<file path="src/mei_pkg.sv">
// Shared constants for the Mandelbrot escape iterator.
// No dependencies; used by every module of the block by scoped name.
package mei_pkg;

    localparam int FRAC_BITS_DEF  = 28;
    localparam int COUNT_BITS_DEF = 14;
    localparam int PT_W           = 32;
    localparam int PEAK_FACTOR    = 200;
    localparam int PEAK_START     = 5;
    localparam int PEAK_LIM_EXTRA = 8;
    localparam int LIMIT_RESET    = 250;
    localparam int QDEPTH         = 2;
    localparam int QPTR_W         = 1;

endpackage

</file>
<file path="src/mei_front.sv">
// Front end: input acceptance and a two-entry point queue.
// Depends on mei_pkg.
module mei_front
(
    input  logic                          clk,
    input  logic                          rst_n,
    input  logic                          in_valid,
    output logic                          in_ready,
    input  logic [2*mei_pkg::PT_W-1:0]    in_data,
    output logic                          q_valid,
    input  logic                          q_ready,
    output logic [2*mei_pkg::PT_W-1:0]    q_data
);

    localparam int DW = 2 * mei_pkg::PT_W;
    localparam int CW = mei_pkg::QPTR_W + 1;

    logic [DW-1:0]                 mem_reg [mei_pkg::QDEPTH];
    logic [mei_pkg::QPTR_W-1:0]    wr_ptr_reg, wr_ptr_next;
    logic [mei_pkg::QPTR_W-1:0]    rd_ptr_reg, rd_ptr_next;
    logic [CW-1:0]                 count_reg, count_next;
    logic                          push, pop;

    assign in_ready = (count_reg != CW'(mei_pkg::QDEPTH));
    assign q_valid  = (count_reg != '0);
    assign q_data   = mem_reg[rd_ptr_reg];
    assign push     = in_valid && in_ready;
    assign pop      = q_valid && q_ready;

    always_comb
    begin
        wr_ptr_next = push ? wr_ptr_reg + 1'b1 : wr_ptr_reg;
        rd_ptr_next = pop ? rd_ptr_reg + 1'b1 : rd_ptr_reg;
        count_next  = count_reg + CW'(push) - CW'(pop);
    end

    always_ff @(posedge clk or negedge rst_n)
    begin
        if (!rst_n)
        begin
            wr_ptr_reg <= '0;
            rd_ptr_reg <= '0;
            count_reg  <= '0;
        end
        else
        begin
            wr_ptr_reg <= wr_ptr_next;
            rd_ptr_reg <= rd_ptr_next;
            count_reg  <= count_next;
        end
    end

    always_ff @(posedge clk)
    begin
        if (push)
        begin
            mem_reg[wr_ptr_reg] <= in_data;
        end
    end

endmodule

</file>
<file path="src/mei_mul_unit.sv">
// Shared unsigned multiplier: four half-width partial products, accumulated.
// Depends on mei_pkg for its parameter default; no submodules.
module mei_mul_unit
#(
    parameter int MAG_W = mei_pkg::COUNT_BITS_DEF + mei_pkg::FRAC_BITS_DEF
)
(
    input  logic               clk,
    input  logic               rst_n,
    input  logic               start,
    input  logic [MAG_W-1:0]   a,
    input  logic [MAG_W-1:0]   b,
    output logic               done,
    output logic [2*MAG_W-1:0] product
);

    localparam int HW = (MAG_W + 1) / 2;
    localparam int PW = 2 * MAG_W;
    localparam int XW = 4 * HW;

    logic [MAG_W-1:0]  a_reg, b_reg;
    logic              issue_reg, issue_next;
    logic [1:0]        step_reg, step_next;
    logic              pp_vld_reg, last_reg, done_reg;
    logic [2*HW-1:0]   pp_reg;
    logic [1:0]        sh_reg;
    logic [PW-1:0]     acc_reg;
    logic [HW-1:0]     a_lo, a_hi, b_lo, b_hi, op_a, op_b;
    logic [2*HW-1:0]   pp_next;
    logic [XW-1:0]     pp_ext, pp_sh;

    assign a_lo    = HW'(a_reg);
    assign a_hi    = HW'(a_reg >> HW);
    assign b_lo    = HW'(b_reg);
    assign b_hi    = HW'(b_reg >> HW);
    assign op_a    = step_reg[1] ? a_hi : a_lo;
    assign op_b    = step_reg[0] ? b_hi : b_lo;
    assign pp_next = (2*HW)'(op_a) * (2*HW)'(op_b);
    assign pp_ext  = XW'(pp_reg);

    always_comb
    begin
        unique case (sh_reg)
            2'd1:    pp_sh = pp_ext << HW;
            2'd2:    pp_sh = pp_ext << (2 * HW);
            default: pp_sh = pp_ext;
        endcase
    end

    always_comb
    begin
        issue_next = issue_reg;
        step_next  = step_reg;
        if (start)
        begin
            issue_next = 1'b1;
            step_next  = '0;
        end
        else if (issue_reg)
        begin
            step_next = step_reg + 1'b1;
            if (step_reg == 2'd3)
            begin
                issue_next = 1'b0;
            end
        end
    end

    always_ff @(posedge clk or negedge rst_n)
    begin
        if (!rst_n)
        begin
            issue_reg  <= 1'b0;
            step_reg   <= '0;
            pp_vld_reg <= 1'b0;
            last_reg   <= 1'b0;
            done_reg   <= 1'b0;
        end
        else
        begin
            issue_reg  <= issue_next;
            step_reg   <= step_next;
            pp_vld_reg <= issue_reg && !start;
            last_reg   <= (step_reg == 2'd3);
            done_reg   <= pp_vld_reg && last_reg;
        end
    end

    always_ff @(posedge clk)
    begin
        if (start)
        begin
            a_reg   <= a;
            b_reg   <= b;
            acc_reg <= '0;
        end
        else if (pp_vld_reg)
        begin
            acc_reg <= acc_reg + PW'(pp_sh);
        end
        pp_reg <= pp_next;
        sh_reg <= {1'b0, step_reg[1]} + {1'b0, step_reg[0]};
    end

    assign done    = done_reg;
    assign product = acc_reg;

endmodule

</file>
<file path="src/mei_core.sv">
// Back end: escape-time sequencer for one point at a time.
// Depends on mei_pkg and mei_mul_unit.
module mei_core
#(
    parameter int FRAC_BITS  = mei_pkg::FRAC_BITS_DEF,
    parameter int COUNT_BITS = mei_pkg::COUNT_BITS_DEF
)
(
    input  logic                         clk,
    input  logic                         rst_n,
    input  logic [COUNT_BITS-1:0]        limit,
    input  logic                         pt_valid,
    output logic                         pt_ready,
    input  logic [2*mei_pkg::PT_W-1:0]   pt_data,
    output logic                         res_valid,
    input  logic                         res_ready,
    output logic [COUNT_BITS-1:0]        res_count,
    output logic                         res_bounded
);

    localparam int MW  = COUNT_BITS + FRAC_BITS;
    localparam int PW  = 2 * MW;
    localparam int NW  = PW - FRAC_BITS + 3;
    localparam int PLW = COUNT_BITS + mei_pkg::PEAK_LIM_EXTRA;
    localparam int C2  = 2 * COUNT_BITS;

    typedef enum logic [10:0] {
        S_IDLE = 11'b00000000001,
        S_INIT = 11'b00000000010,
        S_ADD1 = 11'b00000000100,
        S_ADD2 = 11'b00000001000,
        S_CHK  = 11'b00000010000,
        S_MRR  = 11'b00000100000,
        S_MII  = 11'b00001000000,
        S_MRI  = 11'b00010000000,
        S_MAG  = 11'b00100000000,
        S_MCHK = 11'b01000000000,
        S_DONE = 11'b10000000000
    } state_t;

    state_t                  state_reg, state_next;
    logic                    wait_reg, wait_next;

    logic [mei_pkg::PT_W-1:0] cx_reg, cy_reg;
    logic [C2-1:0]           lim_sq_reg;
    logic [MW-1:0]           re_mag_reg, im_mag_reg;
    logic                    re_neg_reg, im_neg_reg;
    logic [PW-1:0]           rr_reg, ii_reg, ri_reg;
    logic [NW-1:0]           t_re_reg, nr_reg, ni_reg;
    logic [PW:0]             ri_s_reg, mag_reg, peak_reg;
    logic [COUNT_BITS-1:0]   ix_reg, cnt_reg;
    logic [PLW-1:0]          peak_lim_reg;
    logic                    bnd_reg;

    logic                    mul_start, mul_done;
    logic [MW-1:0]           mul_a, mul_b;
    logic [PW-1:0]           mul_p;

    logic [NW-1:0]           rr_sh, ii_sh, cx_ext, cy_ext, ri_sh;
    logic [NW-1:0]           nr_mag, ni_mag, lim_ext;
    logic                    comp_esc;
    logic [PW:0]             limsq_full;
    logic                    mag_esc, peak_upd, cutoff, capped;
    logic [COUNT_BITS-1:0]   ix_new;
    logic [PW:0]             ri_ext;

    mei_mul_unit #(.MAG_W(MW)) u_mul
    (
        .clk     (clk),
        .rst_n   (rst_n),
        .start   (mul_start),
        .a       (mul_a),
        .b       (mul_b),
        .done    (mul_done),
        .product (mul_p)
    );

    assign rr_sh   = NW'(rr_reg >> FRAC_BITS);
    assign ii_sh   = NW'(ii_reg >> FRAC_BITS);
    assign cx_ext  = NW'($signed(cx_reg));
    assign cy_ext  = NW'($signed(cy_reg));
    assign ri_sh   = NW'($signed(ri_s_reg) >>> (FRAC_BITS - 1));
    assign ri_ext  = {1'b0, ri_reg};
    assign nr_mag  = nr_reg[NW-1] ? (~nr_reg) + NW'(1) : nr_reg;
    assign ni_mag  = ni_reg[NW-1] ? (~ni_reg) + NW'(1) : ni_reg;
    assign lim_ext = NW'({limit, {FRAC_BITS{1'b0}}});
    assign comp_esc = (nr_mag > lim_ext) || (ni_mag > lim_ext);

    assign limsq_full = (PW+1)'({lim_sq_reg, {(2*FRAC_BITS){1'b0}}});
    assign mag_esc    = (mag_reg > limsq_full);
    assign peak_upd   = (mag_reg > peak_reg);
    assign ix_new     = ix_reg + 1'b1;
    assign cutoff     = !peak_upd && (PLW'(ix_new) > peak_lim_reg);
    assign capped     = (ix_new >= limit);

    assign pt_ready    = (state_reg == S_IDLE);
    assign res_valid   = (state_reg == S_DONE);
    assign res_count   = cnt_reg;
    assign res_bounded = bnd_reg;

    always_comb
    begin
        mul_start = 1'b0;
        mul_a     = re_mag_reg;
        mul_b     = re_mag_reg;
        unique case (state_reg)
            S_MRR:
            begin
                mul_start = !wait_reg;
            end
            S_MII:
            begin
                mul_start = !wait_reg;
                mul_a     = im_mag_reg;
                mul_b     = im_mag_reg;
            end
            S_MRI:
            begin
                mul_start = !wait_reg;
                mul_b     = im_mag_reg;
            end
            default:
            begin
                mul_start = 1'b0;
            end
        endcase
    end

    always_comb
    begin
        state_next = state_reg;
        wait_next  = wait_reg;
        unique case (state_reg)
            S_IDLE:
            begin
                if (pt_valid)
                begin
                    state_next = S_INIT;
                end
            end
            S_INIT:
            begin
                state_next = (limit == '0) ? S_DONE : S_ADD1;
            end
            S_ADD1: state_next = S_ADD2;
            S_ADD2: state_next = S_CHK;
            S_CHK:
            begin
                state_next = comp_esc ? S_DONE : S_MRR;
            end
            S_MRR, S_MII, S_MRI:
            begin
                if (!wait_reg)
                begin
                    wait_next = 1'b1;
                end
                else if (mul_done)
                begin
                    wait_next = 1'b0;
                    priority case (1'b1)
                        state_reg == S_MRR: state_next = S_MII;
                        state_reg == S_MII: state_next = S_MRI;
                        default:            state_next = S_MAG;
                    endcase
                end
            end
            S_MAG:  state_next = S_MCHK;
            S_MCHK:
            begin
                state_next = (mag_esc || cutoff || capped) ? S_DONE : S_ADD1;
            end
            S_DONE:
            begin
                if (res_ready)
                begin
                    state_next = S_IDLE;
                end
            end
            default:
            begin
                state_next = S_IDLE;
                wait_next  = 1'b0;
            end
        endcase
    end

    always_ff @(posedge clk or negedge rst_n)
    begin
        if (!rst_n)
        begin
            state_reg <= S_IDLE;
            wait_reg  <= 1'b0;
        end
        else
        begin
            state_reg <= state_next;
            wait_reg  <= wait_next;
        end
    end

    always_ff @(posedge clk)
    begin
        unique case (state_reg)
            S_IDLE:
            begin
                cx_reg <= pt_data[mei_pkg::PT_W-1:0];
                cy_reg <= pt_data[2*mei_pkg::PT_W-1:mei_pkg::PT_W];
            end
            S_INIT:
            begin
                lim_sq_reg   <= C2'(limit) * C2'(limit);
                re_mag_reg   <= '0;
                im_mag_reg   <= '0;
                re_neg_reg   <= 1'b0;
                im_neg_reg   <= 1'b0;
                rr_reg       <= '0;
                ii_reg       <= '0;
                ri_reg       <= '0;
                ix_reg       <= '0;
                peak_reg     <= '0;
                peak_lim_reg <= PLW'(mei_pkg::PEAK_START * mei_pkg::PEAK_FACTOR);
                cnt_reg      <= '0;
                bnd_reg      <= 1'b1;
            end
            S_ADD1:
            begin
                t_re_reg <= rr_sh - ii_sh;
                ri_s_reg <= (re_neg_reg ^ im_neg_reg) ? (~ri_ext) + (PW+1)'(1) : ri_ext;
            end
            S_ADD2:
            begin
                nr_reg <= t_re_reg + cx_ext;
                ni_reg <= ri_sh + cy_ext;
            end
            S_CHK:
            begin
                re_mag_reg <= MW'(nr_mag);
                im_mag_reg <= MW'(ni_mag);
                re_neg_reg <= nr_reg[NW-1];
                im_neg_reg <= ni_reg[NW-1];
                cnt_reg    <= ix_reg;
                bnd_reg    <= !comp_esc;
            end
            S_MRR:
            begin
                if (mul_done)
                begin
                    rr_reg <= mul_p;
                end
            end
            S_MII:
            begin
                if (mul_done)
                begin
                    ii_reg <= mul_p;
                end
            end
            S_MRI:
            begin
                if (mul_done)
                begin
                    ri_reg <= mul_p;
                end
            end
            S_MAG:
            begin
                mag_reg <= (PW+1)'(rr_reg) + (PW+1)'(ii_reg);
            end
            S_MCHK:
            begin
                if (mag_esc)
                begin
                    cnt_reg <= ix_reg;
                    bnd_reg <= 1'b0;
                end
                else
                begin
                    ix_reg  <= ix_new;
                    cnt_reg <= '0;
                    bnd_reg <= 1'b1;
                    if (peak_upd)
                    begin
                        peak_reg     <= mag_reg;
                        peak_lim_reg <= PLW'(ix_new) * PLW'(mei_pkg::PEAK_FACTOR);
                    end
                end
            end
            default:
            begin
                cnt_reg <= cnt_reg;
            end
        endcase
    end

endmodule

</file>
<file path="src/mandelbrot_escape_iterator_unit.sv">
// Top level of the Mandelbrot escape iterator: config register, front queue,
// iteration core and output register. Depends on mei_pkg, mei_front, mei_core.
//
//  Channel   Dir  Signals                          Contents
//  s_axis    in   tvalid tready tdata[63:0]        cx [31:0], cy [63:32]
//  m_axis    out  tvalid tready tdata tuser        escape_count, bounded
//  cfg       in   cfg_we cfg_wdata                 limit
//
//  Each item is accepted, set up and handed off (the hand-off waits while the output
//  register is full), with each iteration in between; an iteration that ends on
//  the component check skips the shared multiplier's three passes.
//  Two items queue ahead of the core; a finished result waits in the output
//  register while the core starts on the next item.
//  Reset is asynchronous, active low; limit resets to 250.
module mandelbrot_escape_iterator_unit
#(
    parameter int FRAC_BITS  = mei_pkg::FRAC_BITS_DEF,
    parameter int COUNT_BITS = mei_pkg::COUNT_BITS_DEF
)
(
    input  logic                                 clk,
    input  logic                                 rst_n,
    input  logic                                 s_axis_tvalid,
    output logic                                 s_axis_tready,
    input  logic [2*mei_pkg::PT_W-1:0]           s_axis_tdata,  // cx, cy
    output logic                                 m_axis_tvalid,
    input  logic                                 m_axis_tready,
    output logic [((COUNT_BITS+7)/8)*8-1:0]      m_axis_tdata,  // escape_count
    output logic                                 m_axis_tuser,  // bounded
    input  logic                                 cfg_we,
    input  logic [COUNT_BITS-1:0]                cfg_wdata      // limit
);

    localparam int OUT_W = ((COUNT_BITS + 7) / 8) * 8;

    logic [COUNT_BITS-1:0]           limit_reg;
    logic                            q_valid, q_ready;
    logic [2*mei_pkg::PT_W-1:0]      q_data;
    logic                            res_valid, res_ready, res_bounded;
    logic [COUNT_BITS-1:0]           res_count;
    logic                            out_vld_reg;
    logic [COUNT_BITS-1:0]           out_cnt_reg;
    logic                            out_bnd_reg;

    mei_front u_front
    (
        .clk      (clk),
        .rst_n    (rst_n),
        .in_valid (s_axis_tvalid),
        .in_ready (s_axis_tready),
        .in_data  (s_axis_tdata),
        .q_valid  (q_valid),
        .q_ready  (q_ready),
        .q_data   (q_data)
    );

    mei_core #(.FRAC_BITS(FRAC_BITS), .COUNT_BITS(COUNT_BITS)) u_core
    (
        .clk         (clk),
        .rst_n       (rst_n),
        .limit       (limit_reg),
        .pt_valid    (q_valid),
        .pt_ready    (q_ready),
        .pt_data     (q_data),
        .res_valid   (res_valid),
        .res_ready   (res_ready),
        .res_count   (res_count),
        .res_bounded (res_bounded)
    );

    assign res_ready = !out_vld_reg || m_axis_tready;

    always_ff @(posedge clk or negedge rst_n)
    begin
        if (!rst_n)
        begin
            limit_reg   <= COUNT_BITS'(mei_pkg::LIMIT_RESET);
            out_vld_reg <= 1'b0;
        end
        else
        begin
            if (cfg_we)
            begin
                limit_reg <= cfg_wdata;
            end
            if (res_ready)
            begin
                out_vld_reg <= res_valid;
            end
        end
    end

    always_ff @(posedge clk)
    begin
        if (res_ready && res_valid)
        begin
            out_cnt_reg <= res_count;
            out_bnd_reg <= res_bounded;
        end
    end

    assign m_axis_tvalid = out_vld_reg;
    assign m_axis_tdata  = OUT_W'(out_cnt_reg);
    assign m_axis_tuser  = out_bnd_reg;

endmodule
</file>
<file path="config.mk">
export PLATFORM = sky130hd
export DESIGN_NAME = mandelbrot_escape_iterator_unit
export DESIGN_NICKNAME = d
export VERILOG_FILES = /design/src/mei_pkg.sv /design/src/mei_front.sv /design/src/mei_mul_unit.sv /design/src/mei_core.sv /design/src/mandelbrot_escape_iterator_unit.sv
export SDC_FILE = /design/constraint.sdc
export NUM_CORES = 2
export LEC_CHECK = 0
export ABC_AREA = 1
export BUFFER_PORTS_ARGS = -buffer_cell sky130_fd_sc_hd__buf_2
export CAP_MARGIN = 25
export CELL_PAD_IN_SITES_DETAIL_PLACEMENT = 0
export CELL_PAD_IN_SITES_GLOBAL_PLACEMENT = 1
export CORE_MARGIN = 2
export CORE_UTILIZATION = 50
export DETAILED_ROUTE_END_ITERATION = 8
export GPL_TIMING_DRIVEN = 0
export HOLD_SLACK_MARGIN = 0.06
export PLACE_DENSITY_LB_ADDON = 0.1
export SETUP_SLACK_MARGIN = 0.4
export SYNTH_ARGS = -nofsm -noshare
export SYNTH_HDL_FRONTEND = slang
export SYNTH_SLANG_ARGS = --single-unit
</file>
<file path="constraint.sdc">
create_clock -name clk -period 10.9 [get_ports clk]
set_input_delay 1.09 -clock clk [delete_from_list [all_inputs] [get_ports clk]]
set_output_delay 1.09 -clock clk [all_outputs]
set_load 0.03 [all_outputs]
</file>
==> flow_summary.toml <==
[run_status]
status = "completed"

[grt]
grt_max_degree = 83
grt_overflow = 0
antenna_found_initial = 18
grt_use_total = 0.353
grt_pass1_vias = 83200
grt_pass1_wl_um = 532000

[synth]
synthTopCellsByArea = "edfxtp_1 33%, ha_1 9.9%, fa_1 9.7%"
ys_ff_latch = 1272
synth-edff-count = 1107
synth.cell_area_um2 = 101000
yosys_warnings = 0
synth_common_cells = "2303 x inv_1, 1906 x nand2_1, 1876 x nor2_1, 1107 x edfxtp_1, 798 x a21oi_1"
seq_area_frac_synth = 0.365
ys.flop_type = "edfxtp_1"
synthArstFlopShare = 0.0291
synth_top_area_frac = 0.330
syn_area_per_cell_um2 = 8.29
yosysMostFrequentCell = "inv_1"
netlist-cell-type-count = 74
syn_inst = 12100
yosysTopAreaCell = "edfxtp_1"

[worst_setup_path]
start_kind = "flop"
crit_cells = 28
worst_path_most_repeated_cell = "fa_1"
crit_required_ns = 11.61
r2r_cells = 28
worstPathArrival_ns = 9.96
r2r_setup_slack_ns = 1.66
cpPeakStageDelay_ns = 0.66
cp_slowest_cell = "fa_1"
cp_max_fo = 10
end_kind = "flop"
r2r_start = "u_core.u_mul.step_reg[0]"
crit_buf_inv = 8
critical_path.top_delay_family = "adder cells"
crit_type = "reg -> reg"
r2r-end = "u_core.u_mul.pp_reg[41]"

[power]
peakVddDrop_mv = 0.252
total_power_w = 0.0223
p_leak_nw = 50.5
p_per_area_nw_per_um2 = 202

[timing]
hold_ws_ns = 0.321
slew_headroom = 0.210
slew_viol_final = 0
max_freq_mhz = 108
setup_viol = 0
tightestPinTransition_ns = 1.18
grt_setup_unrepaired = "no"
fin_crit_ns = 9.24
worst_slack_ns = 1.66
hold_viol = 0
clock_skew_ns = 0.0492
timing.final.crit_share = 0.848

[cts]
clkSinkCount = 1272
insertion_delay_ns = 0.82
cts_resized = 0
numCtsBuffers = 145
cts_buffer_depth = 3
clk_pin_slew_worst_paths_ns = 0.06
ctsHoldBuffers = 0
h-tree-depth = 4
root_buffer = "clkbuf_16"
post_cts_buffers = 0
cts_tree = "yes"

[final_layout]
fin_cells = 15200
area_growth_pct = 9.78
final_area_um2 = 110000
largest_register_ffs = 128
final_nets = 13800
drive_gt1_frac = 0.0575

[place]
port-buffer-count = 98
gp_congestion = 1.06
dp_hpwl_um = 307000
preCtsSetupSlack_ns = 1.91
place_area_um2 = 105000
place_inst = 14900

[floorplan]
fp.dieH_um = 453
design.die.area_um2 = 205000
core_um2 = 200000
rows = 164
fp.dieW_um = 453
start_util = 0.503
io_pins = 102

[worst_hold_path]
hp-class = "in -> async"

[drt]
wl_per_cell_um = 23.9
via_count = 84200
drtIter0Drc = 8900
wl_um = 363000
drt_first_pass_iters = 7
routed_via_density = 5.54
remaining_drc_errors = 0
ant_nets = 0

[run]
max_cap_violations = 0
worst register-to-register path: cells and delay by family, from the launching register on:
kind,cells,cell delay [ns]
AO/OA/AOI/OAI,7,1.52
XOR/XNOR,1,0.21
adder cells (fa/ha/maj),8,4.36
buffers and inverters,8,2.06
flip-flops,1,0.48
AND/OR/NAND/NOR,4,0.50
area by class of cell:
type,instances,area (um2)
multi-input cells,8273,54100
flip-flops and latches,1272,36700
clock inverters,85,1170
repair buffers,144,1340
diodes,9,22.5
clock buffers,182,3890
well taps,2656,3320
fillers,18700,89400
inverters,2330,8750
plain buffers,257,1050
kinds of logic after synthesis:
| group | share of synthesized area |
|---|---|
| mux | 0.00736 |
| flops | 0.365 |
| xor+xnor | 0.0428 |
| fa+ha+maj | 0.196 |
| buf+inv | 0.0974 |
| simple gates | 0.186 |
| other cells | 0.0000373 |
| compound gates | 0.105 |
how the worst max path moves through the flow:
stage | slack [ns] | to | startpoint
after floorplan | 1.29 | u_core.peak_lim_reg[10] | u_core.mag_reg[52]
after global placement | -3.60 | u_core.peak_reg[10] | u_core.state_reg[6]
after detailed placement | 1.91 | u_core.u_mul.pp_reg[41] | u_core.u_mul.step_reg[0]
after CTS | 1.83 | u_core.u_mul.pp_reg[41] | u_core.u_mul.step_reg[0]
after global routing | 1.34 | u_core.u_mul.pp_reg[41] | u_core.u_mul.step_reg[0]
final | 1.66 | u_core.u_mul.pp_reg[41] | u_core.u_mul.step_reg[0]
where the power goes:
| group | leakage, nW | switching (W) | internal (W) |
|---|---|---|---|
| registers | 11.8 | 0.000582 | 0.00670 |
| logic | 36.3 | 0.00668 | 0.00315 |
| clock network | 2.41 | 0.00217 | 0.00299 |
| total | 50.5 | 0.00943 | 0.0128 |
routing by layer:
metal  part of all wire  vias to the layer above  global-route usage
li1                   -                    39700                   -
met1               0.43                    40500               0.485
met2               0.44                     3340               0.547
met3              0.079                      650              0.0595
met4              0.053                       10               0.163
met5            0.00017                        -                   0
cell usage in the layout (no fill, tap or decap), types with 34 or more instances in the layout:
cell type | netlist | routed
mux2_2 | 64 | 64
nor2_1 | 1876 | 1874
dfxtp_1 | 128 | 128
a21oi_1 | 798 | 798
nor3_1 | 102 | 102
xnor2_1 | 127 | 127
nor4_1 | 95 | 94
clkbuf_1 | 200 | 228
edfxtp_1 | 1107 | 1107
o21ai_0 | 574 | 570
nor2_2 | 34 | 34
o211ai_1 | 39 | 39
ha_1 | 794 | 794
o22ai_1 | 44 | 44
xor2_1 | 364 | 364
inv_1 | 2303 | 2300
nand4_1 | 96 | 96
o21ai_1 | 58 | 58
or2_2 | 52 | 52
fa_1 | 489 | 489
o21bai_1 | 54 | 54
clkbuf_16 | 0 | 148
nand3_1 | 296 | 296
buf_2 | 39 | 139
a31oi_1 | 74 | 74
nand2_1 | 1906 | 1905
a21o_1 | 49 | 49
o21a_1 | 39 | 39
through the flow:
stage                util  setup TNS (ns)
finish              0.553               0
floorplan               -               0
CTS                 0.552               0
global placement    0.522         -488.73
detailed placement  0.527               0
global route        0.552               0
(Power assumes the default switching activity.)
